File: config.mk
export PLATFORM = sky130hd
export DESIGN_NAME = json_string_unescape
export DESIGN_NICKNAME = d
export VERILOG_FILES = /design/src/hdl/jsu_pkg.sv /design/src/hdl/jsu_decode.sv /design/src/hdl/json_string_unescape.sv
export SDC_FILE = /design/constraint.sdc
export NUM_CORES = 1
export LEC_CHECK = 0
export ABC_AREA = 1
export BUFFER_PORTS_ARGS = -buffer_cell sky130_fd_sc_hd__buf_2
export CELL_PAD_IN_SITES_DETAIL_PLACEMENT = 0
export CELL_PAD_IN_SITES_GLOBAL_PLACEMENT = 1
export CORE_MARGIN = 2
export CORE_UTILIZATION = 39
export DETAILED_ROUTE_END_ITERATION = 10
export PLACE_DENSITY = 0.66
export SLEW_MARGIN = 10
export SYNTH_ARGS = -nofsm -noshare
export SYNTH_HDL_FRONTEND = slang
export SYNTH_SLANG_ARGS = --single-unit
File: constraint.sdc
create_clock -name aclk -period 20.1 [get_ports aclk]
set_clock_uncertainty 0.05 [all_clocks]
set_input_delay 1.005 -clock aclk [delete_from_list [all_inputs] [get_ports aclk]]
set_output_delay 1.005 -clock aclk [all_outputs]
set_load 0.005 [all_outputs]
File: src/hdl/jsu_pkg.sv
// Shared types, codes and helper functions of the JSON string unescape block.
`default_nettype none

package jsu_pkg;

    typedef enum logic [6:0] {
        MODE_IDLE  = 7'b0000001,
        MODE_BODY  = 7'b0000010,
        MODE_ESC   = 7'b0000100,
        MODE_HEX   = 7'b0001000,
        MODE_HI    = 7'b0010000,
        MODE_HIBS  = 7'b0100000,
        MODE_LOHEX = 7'b1000000
    } mode_t;

    localparam logic [1:0] KIND_DATA  = 2'd0;
    localparam logic [1:0] KIND_DONE  = 2'd1;
    localparam logic [1:0] KIND_ERROR = 2'd2;

    localparam logic [2:0] ERR_NO_QUOTE  = 3'd0;
    localparam logic [2:0] ERR_UNTERM    = 3'd1;
    localparam logic [2:0] ERR_TRUNC_ESC = 3'd2;
    localparam logic [2:0] ERR_BAD_U     = 3'd3;
    localparam logic [2:0] ERR_BAD_ESC   = 3'd4;

    localparam logic [7:0] CH_QUOTE     = 8'h22;
    localparam logic [7:0] CH_BACKSLASH = 8'h5C;
    localparam logic [7:0] CH_SLASH     = 8'h2F;
    localparam logic [7:0] CH_U         = 8'h75;

    localparam logic [20:0] REPL_CP = 21'h00FFFD;
    localparam logic [5:0]  HI_SURR_TAG = 6'b110110;
    localparam logic [5:0]  LO_SURR_TAG = 6'b110111;
    // 0x10000 expressed in units of 1024
    localparam logic [10:0] SUPP_BASE_K = 11'd64;

    localparam int GROUP_DEPTH = 8;
    localparam int COUNT_W     = $clog2(GROUP_DEPTH + 1);

    typedef struct packed {
        logic [1:0] kind;
        logic [7:0] data;
        logic [2:0] code;
        logic       last;
    } result_t;

    typedef struct packed {
        result_t [GROUP_DEPTH-1:0] ent;
        logic [COUNT_W-1:0]        count;
    } group_t;

    // {valid, value} of a hex digit character
    function automatic logic [4:0] hex_digit(input logic [7:0] b);
        logic [4:0] r;
        r = 5'd0;
        if (b >= 8'h30 && b <= 8'h39) begin
            r = {1'b1, b[3:0]};
        end else if ((b >= 8'h61 && b <= 8'h66) || (b >= 8'h41 && b <= 8'h46)) begin
            r = {1'b1, b[3:0] + 4'd9};
        end
        return r;
    endfunction

    // {valid, decoded byte} of a single-character escape
    function automatic logic [8:0] esc_map(input logic [7:0] b);
        logic [8:0] r;
        case (b)
            CH_QUOTE:     r = {1'b1, CH_QUOTE};
            CH_BACKSLASH: r = {1'b1, CH_BACKSLASH};
            CH_SLASH:     r = {1'b1, CH_SLASH};
            8'h62:        r = {1'b1, 8'h08};
            8'h66:        r = {1'b1, 8'h0C};
            8'h6E:        r = {1'b1, 8'h0A};
            8'h72:        r = {1'b1, 8'h0D};
            8'h74:        r = {1'b1, 8'h09};
            default:      r = 9'd0;
        endcase
        return r;
    endfunction

endpackage

`default_nettype wire

File: src/hdl/jsu_decode.sv
// Decoder state and the result group built for one accepted text byte.
`default_nettype none

module jsu_decode (
    input  wire logic            aclk,
    input  wire logic            aresetn,
    input  wire logic            accept,
    input  wire logic [7:0]      text_byte,
    input  wire logic            final_req,
    output jsu_pkg::group_t      group
);

    jsu_pkg::mode_t mode_reg, mode_next;
    logic [15:0] hex_value_reg, hex_value_next;
    logic [1:0]  hex_count_reg, hex_count_next;
    logic [9:0]  high_half_reg, high_half_next;

    logic             pre;
    logic             use_cp;
    logic [20:0]      cp;
    logic             use_single;
    jsu_pkg::result_t single_ent;
    logic             fail;
    logic [2:0]       fail_code;

    logic [4:0]  hd;
    logic [8:0]  em;
    logic [15:0] hex_shift;
    logic        shift_hi;
    logic        shift_lo;
    logic [10:0] pair_top;

    assign hd        = jsu_pkg::hex_digit(text_byte);
    assign em        = jsu_pkg::esc_map(text_byte);
    assign hex_shift = {hex_value_reg[11:0], hd[3:0]};
    assign shift_hi  = hex_shift[15:10] == jsu_pkg::HI_SURR_TAG;
    assign shift_lo  = hex_shift[15:10] == jsu_pkg::LO_SURR_TAG;
    assign pair_top  = {1'b0, high_half_reg} + jsu_pkg::SUPP_BASE_K;

    always_comb begin
        mode_next      = mode_reg;
        hex_value_next = hex_value_reg;
        hex_count_next = hex_count_reg;
        high_half_next = high_half_reg;
        pre            = 1'b0;
        use_cp         = 1'b0;
        cp             = jsu_pkg::REPL_CP;
        use_single     = 1'b0;
        single_ent     = '{kind: jsu_pkg::KIND_DATA, data: text_byte, code: 3'd0, last: 1'b0};
        fail           = 1'b0;
        fail_code      = jsu_pkg::ERR_NO_QUOTE;

        unique case (mode_reg)
            jsu_pkg::MODE_BODY, jsu_pkg::MODE_HI: begin
                if (mode_reg == jsu_pkg::MODE_HI && text_byte == jsu_pkg::CH_BACKSLASH) begin
                    if (final_req) begin
                        use_cp    = 1'b1;
                        fail      = 1'b1;
                        fail_code = jsu_pkg::ERR_TRUNC_ESC;
                    end else begin
                        mode_next = jsu_pkg::MODE_HIBS;
                    end
                end else begin
                    pre = mode_reg == jsu_pkg::MODE_HI;
                    if (text_byte == jsu_pkg::CH_QUOTE) begin
                        use_single      = 1'b1;
                        single_ent.kind = jsu_pkg::KIND_DONE;
                        single_ent.data = 8'd0;
                        mode_next       = jsu_pkg::MODE_IDLE;
                    end else if (text_byte == jsu_pkg::CH_BACKSLASH) begin
                        if (final_req) begin
                            fail      = 1'b1;
                            fail_code = jsu_pkg::ERR_TRUNC_ESC;
                        end else begin
                            mode_next = jsu_pkg::MODE_ESC;
                        end
                    end else begin
                        use_single = 1'b1;
                        if (final_req) begin
                            fail      = 1'b1;
                            fail_code = jsu_pkg::ERR_UNTERM;
                        end else begin
                            mode_next = jsu_pkg::MODE_BODY;
                        end
                    end
                end
            end
            jsu_pkg::MODE_ESC, jsu_pkg::MODE_HIBS: begin
                if (text_byte == jsu_pkg::CH_U) begin
                    if (final_req) begin
                        use_cp    = mode_reg == jsu_pkg::MODE_HIBS;
                        fail      = 1'b1;
                        fail_code = jsu_pkg::ERR_BAD_U;
                    end else begin
                        hex_value_next = 16'd0;
                        hex_count_next = 2'd0;
                        mode_next      = (mode_reg == jsu_pkg::MODE_HIBS) ?
                                         jsu_pkg::MODE_LOHEX : jsu_pkg::MODE_HEX;
                    end
                end else begin
                    pre = mode_reg == jsu_pkg::MODE_HIBS;
                    if (em[8]) begin
                        use_single      = 1'b1;
                        single_ent.data = em[7:0];
                        if (final_req) begin
                            fail      = 1'b1;
                            fail_code = jsu_pkg::ERR_UNTERM;
                        end else begin
                            mode_next = jsu_pkg::MODE_BODY;
                        end
                    end else begin
                        fail      = 1'b1;
                        fail_code = jsu_pkg::ERR_BAD_ESC;
                    end
                end
            end
            jsu_pkg::MODE_HEX, jsu_pkg::MODE_LOHEX: begin
                if (!hd[4]) begin
                    pre       = mode_reg == jsu_pkg::MODE_LOHEX;
                    fail      = 1'b1;
                    fail_code = jsu_pkg::ERR_BAD_U;
                end else begin
                    hex_value_next = hex_shift;
                    if (hex_count_reg == 2'd3) begin
                        hex_count_next = 2'd0;
                        if (mode_reg == jsu_pkg::MODE_LOHEX && shift_lo) begin
                            // surrogate pair: 0x10000 + (high << 10) + low
                            use_cp = 1'b1;
                            cp     = {pair_top, hex_shift[9:0]};
                            if (final_req) begin
                                fail      = 1'b1;
                                fail_code = jsu_pkg::ERR_UNTERM;
                            end else begin
                                mode_next = jsu_pkg::MODE_BODY;
                            end
                        end else begin
                            pre = mode_reg == jsu_pkg::MODE_LOHEX;
                            if (shift_hi) begin
                                if (final_req) begin
                                    use_cp    = 1'b1;
                                    fail      = 1'b1;
                                    fail_code = jsu_pkg::ERR_UNTERM;
                                end else begin
                                    high_half_next = hex_shift[9:0];
                                    mode_next      = jsu_pkg::MODE_HI;
                                end
                            end else begin
                                use_cp = 1'b1;
                                if (!shift_lo) begin
                                    cp = {5'd0, hex_shift};
                                end
                                if (final_req) begin
                                    fail      = 1'b1;
                                    fail_code = jsu_pkg::ERR_UNTERM;
                                end else begin
                                    mode_next = jsu_pkg::MODE_BODY;
                                end
                            end
                        end
                    end else begin
                        hex_count_next = hex_count_reg + 2'd1;
                        if (final_req) begin
                            pre       = mode_reg == jsu_pkg::MODE_LOHEX;
                            fail      = 1'b1;
                            fail_code = jsu_pkg::ERR_BAD_U;
                        end
                    end
                end
            end
            default: begin
                mode_next = jsu_pkg::MODE_IDLE;
                if (text_byte == jsu_pkg::CH_QUOTE) begin
                    if (final_req) begin
                        fail      = 1'b1;
                        fail_code = jsu_pkg::ERR_UNTERM;
                    end else begin
                        mode_next = jsu_pkg::MODE_BODY;
                    end
                end else begin
                    fail      = 1'b1;
                    fail_code = jsu_pkg::ERR_NO_QUOTE;
                end
            end
        endcase

        // any error drops the string and clears the escape state
        if (fail) begin
            mode_next      = jsu_pkg::MODE_IDLE;
            hex_value_next = 16'd0;
            hex_count_next = 2'd0;
            high_half_next = 10'd0;
        end
    end

    // UTF-8 bytes of the replacement character and of the code point
    logic [7:0] repl_b [0:3];
    logic [7:0] mid_b  [0:3];
    logic [2:0] mid_n;
    logic [3:0] pre_n;
    logic [3:0] total;

    assign repl_b[0] = {4'b1110, jsu_pkg::REPL_CP[15:12]};
    assign repl_b[1] = {2'b10, jsu_pkg::REPL_CP[11:6]};
    assign repl_b[2] = {2'b10, jsu_pkg::REPL_CP[5:0]};
    assign repl_b[3] = 8'd0;

    always_comb begin
        mid_b[0] = 8'd0;
        mid_b[1] = 8'd0;
        mid_b[2] = 8'd0;
        mid_b[3] = 8'd0;
        mid_n    = 3'd0;
        if (use_single) begin
            mid_b[0] = single_ent.data;
            mid_n    = 3'd1;
        end else if (use_cp) begin
            if (cp[20:7] == 14'd0) begin
                mid_b[0] = {1'b0, cp[6:0]};
                mid_n    = 3'd1;
            end else if (cp[20:11] == 10'd0) begin
                mid_b[0] = {3'b110, cp[10:6]};
                mid_b[1] = {2'b10, cp[5:0]};
                mid_n    = 3'd2;
            end else if (cp[20:16] == 5'd0) begin
                mid_b[0] = {4'b1110, cp[15:12]};
                mid_b[1] = {2'b10, cp[11:6]};
                mid_b[2] = {2'b10, cp[5:0]};
                mid_n    = 3'd3;
            end else begin
                mid_b[0] = {5'b11110, cp[20:18]};
                mid_b[1] = {2'b10, cp[17:12]};
                mid_b[2] = {2'b10, cp[11:6]};
                mid_b[3] = {2'b10, cp[5:0]};
                mid_n    = 3'd4;
            end
        end
    end

    assign pre_n = pre ? 4'd3 : 4'd0;
    assign total = pre_n + {1'b0, mid_n} + {3'd0, fail};

    always_comb begin
        logic [3:0] pos;
        logic [3:0] j;
        group.count = total;
        for (int i = 0; i < jsu_pkg::GROUP_DEPTH; i++) begin
            pos = 4'(i);
            j   = pos - pre_n;
            group.ent[i] = '{kind: jsu_pkg::KIND_DATA, data: 8'd0, code: 3'd0,
                             last: pos == total - 4'd1};
            if (pos < pre_n) begin
                group.ent[i].data = repl_b[pos[1:0]];
            end else if (j < {1'b0, mid_n}) begin
                group.ent[i].data = mid_b[j[1:0]];
                if (use_single) begin
                    group.ent[i].kind = single_ent.kind;
                end
            end else begin
                group.ent[i].kind = jsu_pkg::KIND_ERROR;
                group.ent[i].code = fail_code;
            end
        end
    end

    always_ff @(posedge aclk) begin
        if (!aresetn) begin
            mode_reg      <= jsu_pkg::MODE_IDLE;
            hex_value_reg <= 16'd0;
            hex_count_reg <= 2'd0;
            high_half_reg <= 10'd0;
        end else if (accept) begin
            mode_reg      <= mode_next;
            hex_value_reg <= hex_value_next;
            hex_count_reg <= hex_count_next;
            high_half_reg <= high_half_next;
        end
    end

endmodule

`default_nettype wire

File: src/hdl/json_string_unescape.sv
// Streaming decoder of one quoted JSON string per run, with UTF-8 output.
//
// Input: one text byte per transaction on s_tdata; s_tlast marks the final
// byte of the text. Output: one result per transaction; m_tuser gives the
// kind (data byte, string complete, error), m_tdata the byte and error code,
// and m_tlast marks the last result caused by one input byte.
// Each accepted byte is decoded in its acceptance cycle into a group of up to
// eight results, held in a group buffer that drains one result per cycle into
// the output register when it can load; results pass through the group buffer
// and the output register before m_tvalid. A byte producing at most one result
// is taken every cycle while the output is not stalled; after one producing
// more, the next byte waits until its last result moves on. The input stays
// ready while the output register holds a stalled result, as long as the group
// buffer is empty. Reset (aresetn low, synchronous) empties both buffers and
// returns the decoder to awaiting an opening quote. A stalled receiver holds
// m_tvalid and the result until taken; the input backs up behind the group buffer.
`default_nettype none

module json_string_unescape (
    input  wire logic        aclk,
    input  wire logic        aresetn,
    input  wire logic        s_tvalid,
    output logic             s_tready,
    input  wire logic [7:0]  s_tdata,   // text_byte
    input  wire logic        s_tlast,   // final_req
    output logic             m_tvalid,
    input  wire logic        m_tready,
    output logic [15:0]      m_tdata,   // data_byte [7:0], error_code [10:8], zero pad
    output logic [1:0]       m_tuser,   // kind
    output logic             m_tlast    // last
);

    jsu_pkg::group_t  group;
    jsu_pkg::result_t grp_reg [0:jsu_pkg::GROUP_DEPTH-1];
    logic [jsu_pkg::COUNT_W-1:0] grp_left_reg;
    jsu_pkg::result_t out_reg;
    logic             out_valid_reg;
    logic             out_load;
    logic             accept;

    assign out_load = !out_valid_reg || m_tready;
    assign s_tready = (grp_left_reg == '0) ||
                      (grp_left_reg == jsu_pkg::COUNT_W'(1) && out_load);
    assign accept   = s_tvalid && s_tready;

    jsu_decode u_decode (
        .aclk      (aclk),
        .aresetn   (aresetn),
        .accept    (accept),
        .text_byte (s_tdata),
        .final_req (s_tlast),
        .group     (group)
    );

    // group buffer: load on acceptance, shift toward the head as results leave
    always_ff @(posedge aclk) begin
        if (!aresetn) begin
            grp_left_reg <= '0;
        end else if (accept) begin
            grp_left_reg <= group.count;
        end else if (grp_left_reg != '0 && out_load) begin
            grp_left_reg <= grp_left_reg - jsu_pkg::COUNT_W'(1);
        end
    end

    always_ff @(posedge aclk) begin
        if (accept) begin
            for (int i = 0; i < jsu_pkg::GROUP_DEPTH; i++) begin
                grp_reg[i] <= group.ent[i];
            end
        end else if (grp_left_reg != '0 && out_load) begin
            for (int i = 0; i < jsu_pkg::GROUP_DEPTH - 1; i++) begin
                grp_reg[i] <= grp_reg[i+1];
            end
        end
    end

    always_ff @(posedge aclk) begin
        if (!aresetn) begin
            out_valid_reg <= 1'b0;
        end else if (out_load) begin
            out_valid_reg <= grp_left_reg != '0;
        end
    end

    always_ff @(posedge aclk) begin
        if (out_load) begin
            out_reg <= grp_reg[0];
        end
    end

    assign m_tvalid = out_valid_reg;
    assign m_tdata  = {5'd0, out_reg.code, out_reg.data};
    assign m_tuser  = out_reg.kind;
    assign m_tlast  = out_reg.last;

endmodule

`default_nettype wire

# ---- Word level (Yosys, flattened, before mapping)
# Memory sizes are Yosys's and may differ from the RTL's. A register that Yosys moved wholly into a read port is not among the register bits.
# Index checks and enable logic that the tools add are counted.
dict set report op_classes {
  n_addsub 15
  mul 0
  n_div 0
  n_lt_le_gt_ge 30
  eq_ne 37
  shift 0
  muxes 195
  n_bitwise 15
  reduce_logical 30
}
# operator n
set op_table {}
lappend op_table {{2-to-1 mux 8 bit} 37}
lappend op_table {{binary-select mux 8 bit (select 2 bit)} 8}
lappend op_table {{2-to-1 mux 21 bit} 6}
lappend op_table {{2-to-1 mux 7 bit} 17}
lappend op_table {{2-to-1 mux 14 bit} 7}
lappend op_table {{2-to-1 mux 3 bit} 28}
lappend op_table {{2-to-1 mux 10 bit} 8}
lappend op_table {{one-hot mux 9 bit (8 select lines)} 1}
lappend op_table {{equality test 8 x 7 -> 1 bit (second input constant)} 7}
lappend op_table {{2-to-1 mux 2 bit} 27}
lappend op_table {{2-to-1 mux 12 bit} 4}
lappend op_table {{2-to-1 mux 16 bit} 3}
lappend op_table {{2-to-1 mux 24 bit} 2}
lappend op_table {{< comparator 4 x 3 -> 1 bit} 8}
lappend op_table {{2-to-1 mux 1 bit} 32}
lappend op_table {{2-to-1 mux 32 bit} 1}
lappend op_table {{greater-or-equal comparator 3 bit (second input constant)} 8}
lappend op_table {{NOT 2 -> 3 bit} 8}
lappend op_table {{one-hot mux 12 bit (2 select lines)} 1}
lappend op_table {{one-hot mux 7 bit (3 select lines)} 1}
lappend op_table {{equality test 3 x 4 -> 1 bit (first input constant)} 4}
lappend op_table {{equality test 8 x 6 -> 1 bit (second input constant)} 2}
lappend op_table {{greater-or-equal comparator 8 x 7 -> 1 bit (second input constant)} 2}
lappend op_table {{less-or-equal comparator 8 x 7 -> 1 bit (second input constant)} 2}
lappend op_table {{other kinds (54)} 98}
dict set report word_totals {
  regBits 36
  latch_bits 0
  ram_bits 112
  rom_bits 0
  in_bits 13
  mem_count 1
}
# memory words width read_ports rd_clocked_by_memory_dff write_ports line
set mem_list {}
lappend mem_list {grp_reg 8 14 8 1 8 json_string_unescape.sv:34} ;# jsu_pkg::result_t grp_reg [0:jsu_pkg::GROUP_DEPTH-1];

# ---- Longest topological paths before layout
dict set report logic_depth {
  ltp_word 23
  depth_mapped 26
}

# ---- Hierarchy
# A second synthesis with hierarchy kept.
dict set report hier_totals {
  hier_cells 1410
  hier_area_um2 10455.0
}
# mod instances cells_each area_per_inst_um2 seq_area_each_um2
set modules_own_cells {}
lappend modules_own_cells {json_string_unescape 1 514 5584.1 3883.7}
lappend modules_own_cells {jsu_decode 1 896 4870.9 620.6}

# ---- Worst setup path after synthesis
# Ideal clock, no wire load.
dict set report synth_timing {
  path_type {input to register}
  start {in s_tvalid}
  end {reg grp_left_reg[2] in the netlist's numbering}
  setup_time_ps 70
  arrival_ps 9479
  required_time_ps 19980
  setup_slack_ps 10501
  path_stages 6
  path_cell_list {inv_1 > o21ai_0 > inv_1 > a21oi_1 > o21ai_0 > a21oi_1}
}
dict set report synth_between {
  elab_chain_cells 2
}
# element line
set synth_rtl {}
lappend synth_rtl {{start: declaration} json_string_unescape.sv:22} ;# input wire logic s_tvalid,
lappend synth_rtl {{logical AND 1 bit (*)} json_string_unescape.sv:44} ;# assign accept = s_tvalid && s_tready;
lappend synth_rtl {{2-to-1 mux 4 bit / nonzero test 2 bit (equally long branches)} n/a}
lappend synth_rtl {{end signal: assignment} json_string_unescape.sv:60} ;# grp_left_reg <= group.count;
lappend synth_rtl {{end signal: assignment} json_string_unescape.sv:62} ;# grp_left_reg <= grp_left_reg - jsu_pkg::COUNT_W'(1);
lappend synth_rtl {{end: declaration} json_string_unescape.sv:35} ;# logic [jsu_pkg::COUNT_W-1:0] grp_left_reg;
# Mark *: on every way between the ends. The rest lies on a longest branch, timed or not.
# A chain may end at the register's enable or synchronous reset.

==> impl_metrics.yaml <==
worst_setup_path:
  critical_path_class: "input port to register"
  reg2reg_slack_ns: 15.75
  cp-start-kind: "input port"
  required_ns: 20.23
  end_kind: "register"
  critPathMaxFanout: 39
  arrival_ns: 5.15
hold_path:
  hp-class: "register to register"
clock_network:
  htreeDepth: 4
  cts_sinks: 162
  ctsHoldBuffers: 0
  post-cts-setup-buffers: 0
  cts_inserted_buffers: 17
  clk-insertion-delay-late_ns: 0.43
  cts_root_buffer: "clkbuf_16"
  cts_tree: "yes"
  cts_max_path_buffers: 2
  ctsResizeCount: 0
  clk_pin_slew_worst_paths_ns: 0.07
floorplan:
  die_area_um2: 25800
  start_util: 0.396
  rows: 57
  fp.dieW_um: 161
  dieHeight_um: 161
  ioPinCount: 34
  core_area_um2: 24200
drt:
  via_count: 7960
  drtIter0Drc: 624
  first_pass_iters: 6
  routedWlPerCell_um: 17.4
  via_per_inst: 5.15
  drc: 0
  routed_wl_mm: 26.9
  antenna_left: 0
placement:
  gp_congestion: 0.924
  dp_cells: 1514
  pre_cts_slack_ns: 14.67
  dp_hpwl_mm: 19.7
  portBuffers: 28
grt:
  gr-usage-met3: 0.0289
  grt_pass1_wl_mm: 42.5
  use_met1: 0.298
  grt_max_degree: 86
  first_global_vias: 7514
  busiest_layer: "met2"
  overflow: 0
  antenna_found_initial: 0
  grt_usage: 0.212
  met2_usage: 0.350
timing:
  hold_slack_ns: 0.366
  finalWorstSetupSlack_ns: 15.08
  fin_setup_tns_ns: 0
  timing.final.crit_share: 0.250
  timing.fmax_mhz: 199
  finalCriticalPeriod_ns: 5.02
  slew_viol_final: 0
  maxSlewHeadroom: 0.331
  setup_violations: 0
  worstMarginPinSlew_ns: 1.00
  rsz0062_at_grt: "no"
  hold_viol: 0
yosys:
  yosys_most_used_dff: "edfxtp_1"
  synth.avg_cell_area_um2: 8.01
  yosysMostFrequentCell: "nand2_1"
  seq_area_frac_synth: 0.471
  netlist_instances: 1194
  synth_area_leaders: "edfxtp_1, nand2_1, dfxtp_1, nor2_1, o21ai_0"
  synth_edf_count: 126
  yosysWarnings: 0
  synth_cell_type_count: 54
  yosysTopAreaCell: "edfxtp_1"
  netlist_area_um2: 9570
  yosys-top-cells-count: "nand2_1, nor2_1, edfxtp_1"
  synthArstFlopShare: 0
  yosysTopAreaCellShare: 0.396
  ys_ff_latch: 162
cells_and_area:
  largest_reg_flops: 112
  n_fill_cell: 2481
  layout.cells.non_filler: 1546
  multi_input_area_um2: 4390
  area_delta_synth_final_pct: 10.0
  drive_above_1_share: 0.136
  register_area_um2: 4500
  layout.nets: 1240
  antennaDiodeCount: 0
pwr:
  power_density_nw_per_um2: 126
  vdd.ir_drop.worst_uv: 76.0
  p_leak_nw: 4.37
  p_total_mw: 1.33
flow_run:
  drv_cap: 0
outcome:
  status: "complete, no violations"
worst max-delay path, stage by stage:
cell and delay [ns]:
buf_2 0.14, inv_1 0.15, ha_1 0.21, o21ai_1 0.08, nand2_1 0.09, nand2_2 0.10
nand2_4 0.24, inv_2 0.06, a21oi_1 0.15, o21ai_1 0.08, nand2_1 0.08, nand3_2 0.58
inv_2 0.81, ha_1 0.41, inv_1 0.17, nor2_1 0.25, nand2_1 0.08, nand2_1 0.08
inv_1 0.12, a22o_1 0.21
area by class of cell:
type | count | share of cell area
clock inverters | 15 | 0.0145
repair buffers | 32 | 0.0162
multi-input cells | 869 | 0.417
well taps | 324 | 0.0385
inverters | 127 | 0.0458
clock buffers | 17 | 0.0404
flip-flops and latches | 162 | 0.428
placed cells by master, fill, tap and decap left out, types with 36 or more instances in the layout:
| cell type | count |
|---|---|
| a21oi_1 | 61 |
| o21ai_1 | 44 |
| inv_1 | 96 |
| o21ai_0 | 72 |
| edfxtp_1 | 126 |
| dfxtp_1 | 36 |
| nand2_1 | 328 |
| nand3_1 | 66 |
| nor2_1 | 130 |
power by group:
group          total [mW]  switching, mW  internal [mW]
registers           0.620         0.0478          0.573
logic               0.383          0.283          0.100
clock network       0.327          0.160          0.166
total                1.33          0.491          0.839
worst paths after layout:
path	start	end	cells after the start
max	s_tdata[0]	grp_reg[1][4]	20
min	grp_reg[0][6]	m_tdata[2]	0
max reg2reg	u_decode.hex_count_reg[0]	grp_reg[1][4]	14
min reg2reg	grp_reg[0][6]	m_tdata[2]	0
kinds of logic (layout without fill, tap and decap cells):
family / Yosys count / count (layout) / synth area share
other: 1 / 7 / 0.000392
XOR/XNOR: 6 / 6 / 0.00549
adder cells (fa/ha/maj): 18 / 18 / 0.0251
AND/OR/NAND/NOR: 629 / 629 / 0.303
AO/OA/AOI/OAI: 209 / 209 / 0.120
buffers and inverters: 169 / 191 / 0.0749
flip-flops: 162 / 162 / 0.471
layer usage:
layer	vias to the layer above	part of all wire
met1	3758	0.48
met4	0	0.014
met2	188	0.47
met5	-	0
met3	18	0.034
li1	3996	-
per-stage QoR:
stage          area, µm²  utilization
5_1_grt            10500        0.435
3_5_place_dp        9950        0.411
4_1_cts            10500        0.435
3_3_place_gp        9950        0.411
2_1_floorplan       9590            -
6_report           10500        0.435
Note: power is estimated with default switching activity, not from simulation.
